[config.mk]
export PLATFORM = sky130hd
export DESIGN_NAME = box_difference_3d_unit
export DESIGN_NICKNAME = d
export VERILOG_FILES = /design/src/sv/bd3_pkg.sv /design/src/sv/box_difference_3d_unit.sv /design/src/sv/bd3_isect.sv /design/src/sv/bd3_cut.sv /design/src/sv/bd3_emit.sv
export SDC_FILE = /design/constraint.sdc
export NUM_CORES = 1
export LEC_CHECK = 0
export BUFFER_PORTS_ARGS = -buffer_cell sky130_fd_sc_hd__buf_4
export CORE_MARGIN = 2
export CORE_UTILIZATION = 60
export CTS_BUF_LIST = sky130_fd_sc_hd__clkbuf_8
export DETAILED_ROUTE_END_ITERATION = 6
export HOLD_SLACK_MARGIN = 0.1
export PLACE_DENSITY = 0.82
export SYNTH_ARGS = -nofsm -noshare
export SYNTH_HDL_FRONTEND = slang
export SYNTH_SLANG_ARGS = --single-unit
[constraint.sdc]
create_clock -name clk -period 11.1 [get_ports clk]
set_input_delay 0 -clock clk [delete_from_list [all_inputs] [get_ports clk]]
set_output_delay 0 -clock clk [all_outputs]
set_load 0.03 [all_outputs]
[src/sv/bd3_pkg.sv]
// Shared constants and control types for the 3D box difference pipeline.
// No dependencies; imported by every module of the block.
package bd3_pkg;

	localparam int COORD_BITS_DEF = 16;
	localparam int NUM_AXES = 3;
	localparam int NUM_PIECES = 2 * NUM_AXES;

	typedef struct packed {
		logic valid;
		logic hit;
	} isect_ctl_t;

	typedef struct packed {
		logic                  valid;
		logic                  whole;
		logic [NUM_PIECES-1:0] keep;
	} cut_ctl_t;

endpackage

[src/sv/box_difference_3d_unit.sv]
// Top level of the 3D box difference block: subtracts box B from box A.
// Depends on bd3_pkg, bd3_isect, bd3_cut and bd3_emit.
//
//   Channel   Handshake                Payload
//   request   in_valid / in_stall      a_low_*, a_high_*, b_low_*, b_high_*
//   result    out_valid / out_stall    piece_low_*, piece_high_*, last_piece
//
// A request passes two register stages, then the output stage sends its pieces one per
// cycle while the result channel is not stalled; a request yields at most six pieces.
// A request that yields no piece leaves no result. Reset clears all valid flags.
// A stall on the result channel backs up through each stage in turn; nothing is lost.
module box_difference_3d_unit #(
	parameter int COORD_BITS = bd3_pkg::COORD_BITS_DEF
) (
	input  logic                  clk,
	input  logic                  arst_n,
	input  logic                  in_valid,
	output logic                  in_stall,
	input  logic [COORD_BITS-1:0] a_low_x,
	input  logic [COORD_BITS-1:0] a_low_y,
	input  logic [COORD_BITS-1:0] a_low_z,
	input  logic [COORD_BITS-1:0] a_high_x,
	input  logic [COORD_BITS-1:0] a_high_y,
	input  logic [COORD_BITS-1:0] a_high_z,
	input  logic [COORD_BITS-1:0] b_low_x,
	input  logic [COORD_BITS-1:0] b_low_y,
	input  logic [COORD_BITS-1:0] b_low_z,
	input  logic [COORD_BITS-1:0] b_high_x,
	input  logic [COORD_BITS-1:0] b_high_y,
	input  logic [COORD_BITS-1:0] b_high_z,
	output logic                  out_valid,
	input  logic                  out_stall,
	output logic [COORD_BITS-1:0] piece_low_x,
	output logic [COORD_BITS-1:0] piece_low_y,
	output logic [COORD_BITS-1:0] piece_low_z,
	output logic [COORD_BITS-1:0] piece_high_x,
	output logic [COORD_BITS-1:0] piece_high_y,
	output logic [COORD_BITS-1:0] piece_high_z,
	output logic                  last_piece
);
	import bd3_pkg::*;

	logic [NUM_AXES-1:0][COORD_BITS-1:0] a_lo;
	logic [NUM_AXES-1:0][COORD_BITS-1:0] a_hi;
	logic [NUM_AXES-1:0][COORD_BITS-1:0] b_lo;
	logic [NUM_AXES-1:0][COORD_BITS-1:0] b_hi;

	isect_ctl_t                          ctl_s1;
	logic [NUM_AXES-1:0][COORD_BITS-1:0] alo_s1;
	logic [NUM_AXES-1:0][COORD_BITS-1:0] ahi_s1;
	logic [NUM_AXES-1:0][COORD_BITS-1:0] ilo_s1;
	logic [NUM_AXES-1:0][COORD_BITS-1:0] ihi_s1;

	cut_ctl_t                            ctl_s2;
	logic [NUM_AXES-1:0][COORD_BITS-1:0] alo_s2;
	logic [NUM_AXES-1:0][COORD_BITS-1:0] ahi_s2;
	logic [NUM_AXES-1:0][COORD_BITS-1:0] ilo_s2;
	logic [NUM_AXES-1:0][COORD_BITS-1:0] ihi_s2;

	logic [NUM_AXES-1:0][COORD_BITS-1:0] plo_s3;
	logic [NUM_AXES-1:0][COORD_BITS-1:0] phi_s3;

	logic in_ready;
	logic s1_ready;
	logic s2_ready;

	assign a_lo = {a_low_z, a_low_y, a_low_x};
	assign a_hi = {a_high_z, a_high_y, a_high_x};
	assign b_lo = {b_low_z, b_low_y, b_low_x};
	assign b_hi = {b_high_z, b_high_y, b_high_x};
	assign in_stall = !in_ready;

	bd3_isect #(
		.COORD_BITS(COORD_BITS)
	) u_isect (
		.clk       (clk),
		.arst_n    (arst_n),
		.in_valid  (in_valid),
		.in_ready  (in_ready),
		.a_lo      (a_lo),
		.a_hi      (a_hi),
		.b_lo      (b_lo),
		.b_hi      (b_hi),
		.next_ready(s1_ready),
		.ctl_s1    (ctl_s1),
		.alo_s1    (alo_s1),
		.ahi_s1    (ahi_s1),
		.ilo_s1    (ilo_s1),
		.ihi_s1    (ihi_s1)
	);

	bd3_cut #(
		.COORD_BITS(COORD_BITS)
	) u_cut (
		.clk       (clk),
		.arst_n    (arst_n),
		.ctl_s1    (ctl_s1),
		.alo_s1    (alo_s1),
		.ahi_s1    (ahi_s1),
		.ilo_s1    (ilo_s1),
		.ihi_s1    (ihi_s1),
		.s1_ready  (s1_ready),
		.next_ready(s2_ready),
		.ctl_s2    (ctl_s2),
		.alo_s2    (alo_s2),
		.ahi_s2    (ahi_s2),
		.ilo_s2    (ilo_s2),
		.ihi_s2    (ihi_s2)
	);

	bd3_emit #(
		.COORD_BITS(COORD_BITS)
	) u_emit (
		.clk      (clk),
		.arst_n   (arst_n),
		.ctl_s2   (ctl_s2),
		.alo_s2   (alo_s2),
		.ahi_s2   (ahi_s2),
		.ilo_s2   (ilo_s2),
		.ihi_s2   (ihi_s2),
		.s2_ready (s2_ready),
		.out_stall(out_stall),
		.valid_s3 (out_valid),
		.plo_s3   (plo_s3),
		.phi_s3   (phi_s3),
		.last_s3  (last_piece)
	);

	assign piece_low_x = plo_s3[0];
	assign piece_low_y = plo_s3[1];
	assign piece_low_z = plo_s3[2];
	assign piece_high_x = phi_s3[0];
	assign piece_high_y = phi_s3[1];
	assign piece_high_z = phi_s3[2];

endmodule

[src/sv/bd3_isect.sv]
// First pipeline stage: overlap test and per-axis intersection of boxes A and B.
// Depends on bd3_pkg.
module bd3_isect #(
	parameter int COORD_BITS = bd3_pkg::COORD_BITS_DEF
) (
	input  logic                                       clk,
	input  logic                                       arst_n,
	input  logic                                       in_valid,
	output logic                                       in_ready,
	input  logic [bd3_pkg::NUM_AXES-1:0][COORD_BITS-1:0] a_lo,
	input  logic [bd3_pkg::NUM_AXES-1:0][COORD_BITS-1:0] a_hi,
	input  logic [bd3_pkg::NUM_AXES-1:0][COORD_BITS-1:0] b_lo,
	input  logic [bd3_pkg::NUM_AXES-1:0][COORD_BITS-1:0] b_hi,
	input  logic                                       next_ready,
	output bd3_pkg::isect_ctl_t                        ctl_s1,
	output logic [bd3_pkg::NUM_AXES-1:0][COORD_BITS-1:0] alo_s1,
	output logic [bd3_pkg::NUM_AXES-1:0][COORD_BITS-1:0] ahi_s1,
	output logic [bd3_pkg::NUM_AXES-1:0][COORD_BITS-1:0] ilo_s1,
	output logic [bd3_pkg::NUM_AXES-1:0][COORD_BITS-1:0] ihi_s1
);
	import bd3_pkg::*;

	logic [NUM_AXES-1:0][COORD_BITS-1:0] lo_max;
	logic [NUM_AXES-1:0][COORD_BITS-1:0] hi_min;
	logic [NUM_AXES-1:0]                 miss;
	logic                                valid_s1;
	logic                                hit_s1;

	always_comb begin
		for (int d = 0; d < NUM_AXES; d++) begin
			lo_max[d] = ($signed(a_lo[d]) > $signed(b_lo[d])) ? a_lo[d] : b_lo[d];
			hi_min[d] = ($signed(a_hi[d]) < $signed(b_hi[d])) ? a_hi[d] : b_hi[d];
			miss[d] = ($signed(a_lo[d]) > $signed(b_hi[d])) ||
				($signed(a_hi[d]) < $signed(b_lo[d]));
		end
	end

	assign ctl_s1 = {valid_s1, hit_s1};
	assign in_ready = !valid_s1 || next_ready;

	always_ff @(posedge clk or negedge arst_n) begin
		if (!arst_n) begin
			valid_s1 <= 1'b0;
		end else if (in_ready) begin
			valid_s1 <= in_valid;
		end
	end

	always_ff @(posedge clk) begin
		if (in_ready && in_valid) begin
			hit_s1 <= ~|miss;
			alo_s1 <= a_lo;
			ahi_s1 <= a_hi;
			ilo_s1 <= lo_max;
			ihi_s1 <= hi_min;
		end
	end

endmodule

[src/sv/bd3_cut.sv]
// Second pipeline stage: extent test on the six slabs; on a miss, A passes whole.
// Depends on bd3_pkg; fed by bd3_isect.
module bd3_cut #(
	parameter int COORD_BITS = bd3_pkg::COORD_BITS_DEF
) (
	input  logic                                       clk,
	input  logic                                       arst_n,
	input  bd3_pkg::isect_ctl_t                        ctl_s1,
	input  logic [bd3_pkg::NUM_AXES-1:0][COORD_BITS-1:0] alo_s1,
	input  logic [bd3_pkg::NUM_AXES-1:0][COORD_BITS-1:0] ahi_s1,
	input  logic [bd3_pkg::NUM_AXES-1:0][COORD_BITS-1:0] ilo_s1,
	input  logic [bd3_pkg::NUM_AXES-1:0][COORD_BITS-1:0] ihi_s1,
	output logic                                       s1_ready,
	input  logic                                       next_ready,
	output bd3_pkg::cut_ctl_t                          ctl_s2,
	output logic [bd3_pkg::NUM_AXES-1:0][COORD_BITS-1:0] alo_s2,
	output logic [bd3_pkg::NUM_AXES-1:0][COORD_BITS-1:0] ahi_s2,
	output logic [bd3_pkg::NUM_AXES-1:0][COORD_BITS-1:0] ilo_s2,
	output logic [bd3_pkg::NUM_AXES-1:0][COORD_BITS-1:0] ihi_s2
);
	import bd3_pkg::*;

	logic [NUM_AXES-1:0]   ext_a;
	logic [NUM_AXES-1:0]   ext_i;
	logic [NUM_AXES-1:0]   lo_cut;
	logic [NUM_AXES-1:0]   hi_cut;
	logic [NUM_PIECES-1:0] keep;
	logic                  rest_ok;
	logic                  valid_s2;
	logic                  whole_s2;
	logic [NUM_PIECES-1:0] keep_s2;

	always_comb begin
		for (int e = 0; e < NUM_AXES; e++) begin
			ext_a[e] = $signed(ahi_s1[e]) > $signed(alo_s1[e]);
			ext_i[e] = $signed(ihi_s1[e]) > $signed(ilo_s1[e]);
			lo_cut[e] = $signed(ilo_s1[e]) > $signed(alo_s1[e]);
			hi_cut[e] = $signed(ahi_s1[e]) > $signed(ihi_s1[e]);
		end
		keep = '0;
		for (int d = 0; d < NUM_AXES; d++) begin
			rest_ok = 1'b1;
			for (int e = 0; e < NUM_AXES; e++) begin
				if (e < d) begin
					rest_ok = rest_ok & ext_i[e];
				end else if (e > d) begin
					rest_ok = rest_ok & ext_a[e];
				end
			end
			keep[2*d] = lo_cut[d] & rest_ok;
			keep[2*d+1] = hi_cut[d] & rest_ok;
		end
		if (!ctl_s1.hit) begin
			keep = NUM_PIECES'(1);
		end
	end

	assign ctl_s2 = {valid_s2, whole_s2, keep_s2};
	assign s1_ready = !valid_s2 || next_ready;

	always_ff @(posedge clk or negedge arst_n) begin
		if (!arst_n) begin
			valid_s2 <= 1'b0;
		end else if (s1_ready) begin
			valid_s2 <= ctl_s1.valid;
		end
	end

	always_ff @(posedge clk) begin
		if (s1_ready && ctl_s1.valid) begin
			whole_s2 <= !ctl_s1.hit;
			keep_s2 <= keep;
			alo_s2 <= alo_s1;
			ahi_s2 <= ahi_s1;
			ilo_s2 <= ilo_s1;
			ihi_s2 <= ihi_s1;
		end
	end

endmodule

[src/sv/bd3_emit.sv]
// Output stage: sends a pair's surviving pieces one per cycle unless stalled; marks last.
// Depends on bd3_pkg; fed by bd3_cut.
module bd3_emit #(
	parameter int COORD_BITS = bd3_pkg::COORD_BITS_DEF
) (
	input  logic                                       clk,
	input  logic                                       arst_n,
	input  bd3_pkg::cut_ctl_t                          ctl_s2,
	input  logic [bd3_pkg::NUM_AXES-1:0][COORD_BITS-1:0] alo_s2,
	input  logic [bd3_pkg::NUM_AXES-1:0][COORD_BITS-1:0] ahi_s2,
	input  logic [bd3_pkg::NUM_AXES-1:0][COORD_BITS-1:0] ilo_s2,
	input  logic [bd3_pkg::NUM_AXES-1:0][COORD_BITS-1:0] ihi_s2,
	output logic                                       s2_ready,
	input  logic                                       out_stall,
	output logic                                       valid_s3,
	output logic [bd3_pkg::NUM_AXES-1:0][COORD_BITS-1:0] plo_s3,
	output logic [bd3_pkg::NUM_AXES-1:0][COORD_BITS-1:0] phi_s3,
	output logic                                       last_s3
);
	import bd3_pkg::*;

	logic [NUM_PIECES-1:0]               hold_mask_q;
	logic                                hold_whole_q;
	logic [NUM_AXES-1:0][COORD_BITS-1:0] hold_alo_q;
	logic [NUM_AXES-1:0][COORD_BITS-1:0] hold_ahi_q;
	logic [NUM_AXES-1:0][COORD_BITS-1:0] hold_ilo_q;
	logic [NUM_AXES-1:0][COORD_BITS-1:0] hold_ihi_q;

	logic                                busy;
	logic                                out_free;
	logic                                emit;
	logic [NUM_PIECES-1:0]               src_mask;
	logic [NUM_PIECES-1:0]               pick;
	logic [NUM_PIECES-1:0]               rest;
	logic                                src_whole;
	logic [NUM_AXES-1:0][COORD_BITS-1:0] src_alo;
	logic [NUM_AXES-1:0][COORD_BITS-1:0] src_ahi;
	logic [NUM_AXES-1:0][COORD_BITS-1:0] src_ilo;
	logic [NUM_AXES-1:0][COORD_BITS-1:0] src_ihi;
	logic [NUM_AXES-1:0][COORD_BITS-1:0] p_lo;
	logic [NUM_AXES-1:0][COORD_BITS-1:0] p_hi;

	assign busy = |hold_mask_q;
	assign out_free = !valid_s3 || !out_stall;

	always_comb begin
		if (busy) begin
			src_mask = hold_mask_q;
			src_whole = hold_whole_q;
			src_alo = hold_alo_q;
			src_ahi = hold_ahi_q;
			src_ilo = hold_ilo_q;
			src_ihi = hold_ihi_q;
		end else begin
			src_mask = ctl_s2.valid ? ctl_s2.keep : '0;
			src_whole = ctl_s2.whole;
			src_alo = alo_s2;
			src_ahi = ahi_s2;
			src_ilo = ilo_s2;
			src_ihi = ihi_s2;
		end
	end

	assign pick = src_mask & (~src_mask + NUM_PIECES'(1));
	assign rest = src_mask & ~pick;
	assign emit = out_free && (|src_mask);
	assign s2_ready = !busy && (!ctl_s2.valid || (ctl_s2.keep == '0) || out_free);

	always_comb begin
		p_lo = src_alo;
		p_hi = src_ahi;
		if (!src_whole) begin
			for (int d = 0; d < NUM_AXES; d++) begin
				for (int h = 0; h < 2; h++) begin
					if (pick[2*d+h]) begin
						for (int e = 0; e < NUM_AXES; e++) begin
							if (e < d) begin
								p_lo[e] = src_ilo[e];
								p_hi[e] = src_ihi[e];
							end else if (e > d) begin
								p_lo[e] = src_alo[e];
								p_hi[e] = src_ahi[e];
							end else if (h == 0) begin
								p_lo[e] = src_alo[e];
								p_hi[e] = src_ilo[e];
							end else begin
								p_lo[e] = src_ihi[e];
								p_hi[e] = src_ahi[e];
							end
						end
					end
				end
			end
		end
	end

	always_ff @(posedge clk or negedge arst_n) begin
		if (!arst_n) begin
			hold_mask_q <= '0;
			valid_s3 <= 1'b0;
		end else begin
			if (emit) begin
				hold_mask_q <= rest;
			end
			if (out_free) begin
				valid_s3 <= emit;
			end
		end
	end

	always_ff @(posedge clk) begin
		if (emit && !busy) begin
			hold_whole_q <= ctl_s2.whole;
			hold_alo_q <= alo_s2;
			hold_ahi_q <= ahi_s2;
			hold_ilo_q <= ilo_s2;
			hold_ihi_q <= ihi_s2;
		end
		if (emit) begin
			plo_s3 <= p_lo;
			phi_s3 <= p_hi;
			last_s3 <= (rest == '0);
		end
	end

endmodule
==> out/qor.yml <==
outcome:
  status: "finished clean"
setup_path:
  crit_fanout: 78
  rrSetupSlack_ps: 6950
  critPathLaunch: "u_emit.hold_mask_q[1]$_DFFE_PN0P_"
  rr_endpoint: "u_emit.phi_s3[42]$_DFFE_PP_"
  crit_path_end: "u_emit.phi_s3[42]$_DFFE_PP_"
  cp.arrival_ps: 4660
  crit_type: "reg -> reg"
  required_ps: 11610
  reg2regPathDepth: 8
  cp-start-kind: "flip-flop"
  timing.rr.start: "u_emit.hold_mask_q[1]$_DFFE_PN0P_"
  endpoint_kind: "flip-flop"
global_route:
  grt_pass1_wl_um: 148700
  grt_max_degree: 158
  antenna_found_initial: 4
  grtUsageTotal: 0.3293
  grt_overflow: 0
  grt_pass1_vias: 25560
power:
  leakage_nw: 17.15
  ir_drop_mv: 0.2098
  pwr_density_cell_nw_per_um2: 251.7
  p_int_mw: 6.544
  p_clk_frac: 0.178
  swShare: 0.3854
  combPwrFrac: 0.376
  switchingPower_mw: 4.104
  p_seq_frac: 0.446
sta:
  slew_headroom: 0.1875
  whs_ps: 162.9
  setup_viol: 0
  worst_pin_slew_ps: 1203
  hold_violations: 0
  fin_skew_ps: 33.84
  max_freq_mhz: 241.2
  rsz0062_at_grt: "no"
  period_minus_slack_ps: 4146
  slew_violations: 0
  final.period_utilization: 0.3735
  tns_ps: 0
routing:
  vias: 25320
  routed_wl_um: 98050
  ant_nets: 0
  dr.pass1.iters: 7
  drcViolationCount: 0
  drt_iter0_drc: 2671
  vias_per_cell: 6.149
  wl_per_cell_um: 23.81
final_layout:
  nets: 3827
  regArea_um2: 20680
  layout-drive-gt1-share: 0.1634
  num-fill-cells: 3481
  areaGrowthSynthToFinish_pct: 22.48
  multi_input_area_um2: 12630
hold_path:
  min_path_cells: 2
  hold_path.startpoint: "a_low_z[14]"
  hold_path_class: "in -> reg"
synthesis:
  ys_seq_area_frac: 0.5987
  synthFlopType: "edfxtp_1"
  avgSynthCellArea_um2: 12.99
  synth_nets: 3201
  syn-cell-area_um2: 34540
  ys_warn_count: 0
  ys_types: 70
  netlist_instances: 2659
  async_reset_ff_frac: 0.01159
  synth-edff-count: 682
  synth_top_area_share: 0.5929
  ys_seq_elements: 690
  ys_top_cells_by_area: "edfxtp_1, ha_1, mux2_2"
  yosysTopAreaCell: "edfxtp_1"
clocking:
  numCtsBuffers: 102
  cts_tree: "yes"
  cts-root-buf: "clkbuf_8"
  cts.sinks: 690
  cts_setup_buffers: 0
  ctsLongestPathBuffers: 3
  h-tree-depth: 3
  clkTransAtPathRegs_ps: 60
  worstSkewPairLatency_ps: 710
placement:
  io_buffers: 294
  gp_congestion: 1.019
  hpwl_um: 66940
flow_run:
  drv_cap: 0
die:
  die_area_um2: 59500
  rows: 87
  chipWidth_um: 243.9
  core_area_um2: 56600
  initial_core_util: 0.6102
  die_y_um: 243.9
  boundaryPins: 295
==> sequential cells by signal, summed over array words and instances, names as in the netlist, 5 cells and up <==
name                cells
u_cut.keep_s2           6
u_cut.ilo_s2           48
u_emit.plo_s3          48
u_isect.alo_s1         48
u_isect.ilo_s1         48
u_cut.ahi_s2           48
u_emit.hold_ilo_q      48
u_emit.hold_ahi_q      48
u_cut.alo_s2           48
u_cut.ihi_s2           48
u_emit.hold_alo_q      48
u_isect.ihi_s1         48
u_emit.phi_s3          48
u_emit.hold_ihi_q      48
u_isect.ahi_s1         48
u_emit.hold_mask_q      5
==> worst min-delay path by stage <==
stage	endpoint	slack, ps
6_report	u_isect.alo_s1[46]$_DFFE_PP_	160
5_1_grt	u_isect.alo_s1[46]$_DFFE_PP_	140
4_1_cts	u_isect.ihi_s1[7]$_DFFE_PP_	110
3_5_place_dp	u_isect.valid_s1$_DFFE_PN0N_	-170
3_3_place_gp	u_isect.valid_s1$_DFFE_PN0N_	-170
2_1_floorplan	u_cut.valid_s2$_DFFE_PN0P_	-300
==> cell type report <==
class                   count  share of cell area
repair buffers            608              0.1254
diodes                      3           0.0001774
flip-flops and latches    690              0.4888
clock buffers             105             0.03416
inverters                 243             0.02162
well taps                 756             0.02236
multi-input cells        1640              0.2985
clock inverters            73            0.009020
==> layout by cell type, fill, tap and decap left out, types with 11 or more instances in the layout <==
master           n
a211oi_1        30
a21o_1          64
a21oi_1        132
a22o_1          32
a22oi_1         15
a31oi_1         42
a32oi_1         32
and3_1          22
buf_4          316
clkbuf_8       105
clkinv_1        21
clkinv_2        11
dlygate4sd3_1  291
edfxtp_1       682
ha_1           346
inv_1          277
mux2_2          83
mux2i_1         72
nand2_1        230
nand2b_1        12
nand3_1         25
nand4_1         61
nor2_1          90
nor2b_1         42
nor3_1          73
nor4_1          17
o211ai_1        34
o21a_1          14
o21ai_0         42
o22ai_1         33
==> metrics by stage <==
stage          cells  area [um^2]    util  worst slack [ps]  power, mW
2_1_floorplan   2659        34540       -             840.3      7.341
3_3_place_gp    3646        37560  0.6636              7337      8.430
3_5_place_dp    3646        37560  0.6636              7081      8.620
4_1_cts         4115        42300  0.7473              7038      10.57
5_1_grt         4118        42310  0.7474              6685      11.16
6_report        4118        42310  0.7474              6954      10.65
==> cell families after synthesis <==
group,Yosys count,synth area share
buffers and inverters,329,0.03753
XOR/XNOR,1,0.0002536
AO/OA/AOI/OAI,521,0.1029
AND/OR/NAND/NOR,611,0.08552
flip-flops,690,0.5987
adder cells (fa/ha/maj),347,0.1256
multiplexers,160,0.04952
==> cells in the mapped netlist, types with 12 or more instances <==
cell	n
a21oi_1	132
nand3_1	25
a22oi_1	15
o21ai_0	42
edfxtp_1	682
and3_1	22
a32oi_1	32
o21a_1	14
nand2_1	231
a22o_1	32
clkbuf_1	51
nor3_1	73
a31oi_1	43
inv_1	243
nand2b_1	12
a21o_1	64
mux2_2	83
ha_1	346
buf_2	22
nand4_1	61
nor2_1	92
mux2i_1	73
nor4_1	18
a211oi_1	30
nor2b_1	43
o22ai_1	33
o211ai_1	34
==> worst max-delay path, cell delays in order, from the launching register on <==
cell and delay (ps):
dfrtp_1 530, or2_1 350, nor4_2 210, buf_4 800
mux2_2 500, nor3_4 880, nand2_1 160, and3_1 230
a31oi_1 190
==> power by group through the flow <==
| stage | Sequential (mW) | Combinational (mW) | Clock, mW |
|---|---|---|---|
| after floorplan | 5.06 | 2.28 | 0 |
| after global placement | 4.74 | 3.69 | 0 |
| after detailed placement | 4.78 | 3.84 | 0 |
| after CTS | 4.73 | 3.94 | 1.90 |
| after global routing | 4.82 | 4.32 | 2.02 |
| final | 4.75 | 4.00 | 1.90 |
==> what timing repair did <==
item                      4_1_cts  5_1_grt
resized for setup               0        0
hold endpoints to repair      256        0
hold buffers                  291        0
==> layer usage <==
| layer | vias to the layer above | wire length, um | track usage | share of wire |
|---|---|---|---|---|
| met5 | - | 13 | 0 | 0.00013 |
| met4 | 2 | 4912 | 0.1662 | 0.050 |
| met3 | 303 | 8463 | 0.05762 | 0.086 |
| met2 | 1469 | 45960 | 0.5215 | 0.47 |
| met1 | 12150 | 38700 | 0.4414 | 0.39 |
| li1 | 11400 | - | - | - |
(Power assumes the default switching activity.)
